--- config.mk ---
export PLATFORM = sky130hd
export DESIGN_NAME = twp_lerp
export DESIGN_NICKNAME = d
export VERILOG_FILES = /design/src/rtl/core/twp_lerp.sv
export SDC_FILE = /design/constraint.sdc
export NUM_CORES = 2
export LEC_CHECK = 0
export BUFFER_PORTS_ARGS = -buffer_cell sky130_fd_sc_hd__buf_2
export CAP_MARGIN = 10
export CORE_UTILIZATION = 65
export CTS_CLUSTER_SIZE = 28
export DETAILED_ROUTE_END_ITERATION = 16
export PLACE_DENSITY = 0.94
export SLEW_MARGIN = 20
export SYNTH_ARGS = -nofsm -noshare
export SYNTH_HDL_FRONTEND = slang
export SYNTH_SLANG_ARGS = --single-unit
--- constraint.sdc ---
create_clock -name clk -period 9.15 [get_ports clk]
set_clock_uncertainty 0.05 [all_clocks]
set_input_delay 0.4575 -clock clk [delete_from_list [all_inputs] [get_ports clk]]
set_output_delay 0.4575 -clock clk [all_outputs]
set_load 0.1 [all_outputs]
--- src/rtl/core/twp_lerp.sv ---
`timescale 1ns / 1ps

// a + floor((2*(b-a)*part + whole) / (2*whole)), later point when whole is zero
module twp_lerp (
    input  logic               clk,
    input  logic               rst_n,
    input  logic               start,
    input  logic signed [15:0] a,
    input  logic signed [15:0] b,
    input  logic [31:0]        part,
    input  logic [31:0]        whole,
    output logic               done,
    output logic signed [15:0] result
);

    typedef enum logic [2:0] {L_IDLE, L_MUL, L_NUM, L_DIV, L_FIN} lstate_t;

    lstate_t            state_reg;
    logic signed [15:0] a_reg;
    logic signed [15:0] b_reg;
    logic [15:0]        mag_reg;
    logic               negd_reg;
    logic               negn_reg;
    logic               zero_reg;
    logic [31:0]        part_reg;
    logic [31:0]        whole_reg;
    logic [47:0]        prod_reg;
    logic [49:0]        rem_reg;
    logic [49:0]        div_reg;
    logic [17:0]        q_reg;
    logic [4:0]         cnt_reg;
    logic               done_reg;
    logic signed [15:0] result_reg;

    logic signed [16:0] diff;
    logic [48:0]        twice;
    logic [49:0]        whole_ext;
    logic [49:0]        twice_ext;
    logic signed [18:0] fq;

    assign diff      = {b[15], b} - {a[15], a};
    assign twice     = {prod_reg, 1'b0};
    assign whole_ext = {18'd0, whole_reg};
    assign twice_ext = {1'b0, twice};
    assign fq        = negn_reg ? -($signed({1'b0, q_reg}) + 19'(rem_reg != '0))
                                : $signed({1'b0, q_reg});
    assign done      = done_reg;
    assign result    = result_reg;

    always_ff @(posedge clk or negedge rst_n)
    begin
        if (!rst_n)
        begin
            state_reg <= L_IDLE;
            done_reg  <= 1'b0;
        end
        else
        begin
            done_reg <= 1'b0;
            unique case (state_reg)
                L_IDLE:
                begin
                    if (start)
                    begin
                        a_reg     <= a;
                        b_reg     <= b;
                        negd_reg  <= diff[16];
                        mag_reg   <= diff[16] ? 16'(-diff) : diff[15:0];
                        part_reg  <= part;
                        whole_reg <= whole;
                        zero_reg  <= (whole == '0);
                        state_reg <= L_MUL;
                    end
                end
                L_MUL:
                begin
                    prod_reg  <= 48'(mag_reg) * 48'(part_reg);
                    state_reg <= zero_reg ? L_FIN : L_NUM;
                end
                L_NUM:
                begin
                    if (!negd_reg)
                    begin
                        rem_reg  <= twice_ext + whole_ext;
                        negn_reg <= 1'b0;
                    end
                    else if (twice_ext > whole_ext)
                    begin
                        rem_reg  <= twice_ext - whole_ext;
                        negn_reg <= 1'b1;
                    end
                    else
                    begin
                        rem_reg  <= whole_ext - twice_ext;
                        negn_reg <= 1'b0;
                    end
                    div_reg   <= {whole_reg, 18'd0};
                    q_reg     <= '0;
                    cnt_reg   <= '0;
                    state_reg <= L_DIV;
                end
                L_DIV:
                begin
                    if (rem_reg >= div_reg)
                    begin
                        rem_reg <= rem_reg - div_reg;
                        q_reg   <= {q_reg[16:0], 1'b1};
                    end
                    else
                    begin
                        q_reg <= {q_reg[16:0], 1'b0};
                    end
                    div_reg <= div_reg >> 1;
                    cnt_reg <= cnt_reg + 5'd1;
                    if (cnt_reg == 5'd17)
                    begin
                        state_reg <= L_FIN;
                    end
                end
                L_FIN:
                begin
                    result_reg <= zero_reg ? b_reg : 16'($signed({{3{a_reg[15]}}, a_reg}) + fq);
                    done_reg   <= 1'b1;
                    state_reg  <= L_IDLE;
                end
                default:
                begin
                    state_reg <= L_IDLE;
                end
            endcase
        end
    end

endmodule

==> impl_metrics.toml <==
[worst_setup_path]
worstPathArrival_ns = 8.05
required_ns = 9.43
crit_top_cell = "fa_1"
cp-start-kind = "flop"
cp_num_buf_inv = 3
critPathSlowestCell = "edfxtp_1"
critPathMaxStageDelay_ns = 1.13
path_max_fanout = 32
end_kind = "flop"
critical-path-top-delay-family = "adder cells"
critical_path.cell_chain = "nand2_1 -> fa_1 -> inv_1 -> fa_1 -> fa_1 -> fa_1 -> fa_1 -> inv_1 -> fa_1 -> inv_1 -> ha_1 -> a21oi_1 -> nor2_1 -> a211oi_1 -> nand3_1 -> o211ai_1 -> o2111ai_1 -> a311oi_1 -> nor2b_1 -> a311o_1 -> a21oi_1 -> xnor2_1"
path_class = "flop to flop"

[synthesis]
synthSimpleGateAreaFrac_pct = 16.3
syn_avg_cell_area_um2 = 9.10
synth_fp_nets = 4993
yosys.area.top_type = "edfxtp_1"
yosysWarnings = 0
synthMuxAreaShare_pct = 0.685
synth_compound_area_share_pct = 13.4
synth_top_family_by_area = "adder cells"
synth-seq-cells = 304
ys_types = 84
synth_adder_area_share_pct = 32.8
yosysTopAreaCellShare_pct = 23.8
synthXorXnorAreaFrac_pct = 4.35
synthArstFlopShare_pct = 1.32
synth-seq-area-share_pct = 24.1
synth_area_leaders = "edfxtp_1 24%, fa_1 22%, ha_1 10%"
synth_edf_count = 300
syn_area_mm2 = 0.0378
ys.flop_type = "edfxtp_1"
syn_inst = 4156

[cells_and_area]
area_growth_pct = 7.12
final_common_cell = "inv_1"
finalNetCount = 5030
layout-drive-gt1-share_pct = 5.64
fillers = 3997
layout_common_cells = "644 x inv_1, 494 x nand2_1, 424 x fa_1, 314 x ha_1, 300 x edfxtp_1"

[routing]
wl_um = 107000
viasPerCell = 6.36
drtAntennaViolNets = 0
drcViolationCount = 0
vias = 31700
drtIter0Drc = 3533
first_pass_iters = 9
wl_per_cell_um = 21.5

[place]
hpwlAfterDp_um = 81100
gp_congestion = 1.02
port_buffers = 115

[global_routing]
grt_max_degree = 77
grt_pass1_wl_um = 170000
grt_antenna_before_repair = 7
grt_pass1_vias = 32500
grt_use_total_pct = 36.2
gr-total-overflow = 0

[die]
io_pins = 116
die_h_um = 243
die_x_um = 243
start_util_pct = 65.7
dieArea_mm2 = 0.0592
design.core.area_mm2 = 0.0576
rows = 88

[timing]
final.min_clock_period_ns = 7.76
period_share_pct = 84.9
max_freq_mhz = 129
rsz0062_at_grt = "no"
maxSlewViolCount = 0
hold_violations = 0
worst_pin_slew_ns = 1.19
finalSetupTns_ns = 0
setup_viol = 0
slew_headroom_pct = 18.5

[clock_tree]
cts_made_buffers = 38
ctsRootBufferMaster = "clkbuf_16"
clk_path_buf_depth = 3
clock-sinks = 304
clkTransAtPathRegs_ns = 0.06
post_cts_buffers = 0
htree_levels = 2
tritoncts = "yes"
clkLatencyLatePin_ns = 0.59

[job]
maxCapViolCount = 0

[run_status]
status = "finished clean"

[min_path]
hp-class = "input port to flop"
worst reg2reg max path, stage by stage, from the launching register on:
cell and delay [ns]:
edfxtp_1 1.13, nand2_1 0.24, fa_1 0.59, inv_1 0.05, fa_1 0.50, fa_1 0.61, fa_1 0.45, fa_1 0.50
inv_1 0.05, fa_1 0.48, inv_1 0.05, ha_1 0.38, a21oi_1 0.16, nor2_1 0.06, a211oi_1 0.33, nand3_1 0.14
o211ai_1 0.37, o2111ai_1 0.22, a311oi_1 0.43, nor2b_1 0.11, a311o_1 0.37, a21oi_1 0.18, xnor2_1 0.08
kinds of logic (layout without fill, tap and decap cells):
| logic type | Yosys count | after routing |
|---|---|---|
| adders and majority gates | 738 | 738 |
| other | 0 | 5 |
| muxes | 25 | 25 |
| xor gates and xnor gates | 188 | 188 |
| and+or+nand+nor | 1274 | 1274 |
| buffers and inverters | 830 | 896 |
| AOI/OAI and AO/OA | 797 | 797 |
| DFF | 304 | 304 |
final cells by class:
| class | instances | area (um2) | area share [%] |
|---|---|---|---|
| multi-input combinational | 3022 | 25600 | 63.2 |
| sequential | 304 | 9110 | 22.5 |
| inverter | 645 | 2420 | 5.97 |
| timing repair buffer | 182 | 1190 | 2.93 |
| clock buffer | 47 | 985 | 2.43 |
| tap | 765 | 957 | 2.36 |
| clock inverter | 22 | 259 | 0.639 |
| antenna | 5 | 12.5 | 0.0309 |
layer usage:
metal | global-route usage (%) | wire [um] | vias up
li1 | - | - | 13900
met1 | 45.5 | 39400 | 15200
met2 | 58.3 | 49400 | 2115
met3 | 8.90 | 12000 | 551
met4 | 18.4 | 6360 | 6
met5 | 0 | 38 | -
cell usage after synthesis, types with 68 or more instances:
cell and count:
inv_1 644, nand2_1 494, fa_1 424, ha_1 314, edfxtp_1 300, and2_1 232, a21oi_1 227, nor2_1 209
o21ai_0 178, clkbuf_1 165, xnor2_1 120, a21o_1 88, xor2_1 68
through the flow:
step | hold slack, ns | util (%) | area [um2] | setup slack (ns) | std cells
final | 0.0184 | 70.4 | 40500 | 1.39 | 4992
after global routing | 0.00806 | 70.4 | 40500 | 0.934 | 4989
after CTS | 0.00112 | 70.3 | 40500 | 1.53 | 4986
after detailed placement | 0.226 | 67.5 | 38800 | 1.54 | 4876
after global placement | 0.227 | 67.5 | 38800 | 1.75 | 4876
after floorplan | 0.112 | - | 37800 | 2.52 | 4156
worst paths after layout:
check | startpoint | end | slack [ns] | cells after the start
setup / recovery | mag_reg[7] | prod_reg[46] | 1.39 | 22
hold / removal | b[10] | b_reg[10] | 0.02 | 1
setup reg to reg | mag_reg[7] | prod_reg[46] | 1.39 | 22
hold reg to reg | b_reg[4] | result[4] | 0.48 | 2
max in group asynchronous | rst_n | state_reg[0] | 8.76 | 2
min in group asynchronous | rst_n | done | 0.16 | 2
repair_timing:
action | 4_1_cts | 5_1_grt
hold buffers | 41 | 0
resized for setup | 0 | 0
setup endpoints to repair | 0 | 0
endpoints found under the hold margin | 44 | 0
Power is left out: the tool's default activity adds up to more than one toggle a clock period on the data nets, which glitch-free logic cannot reach.
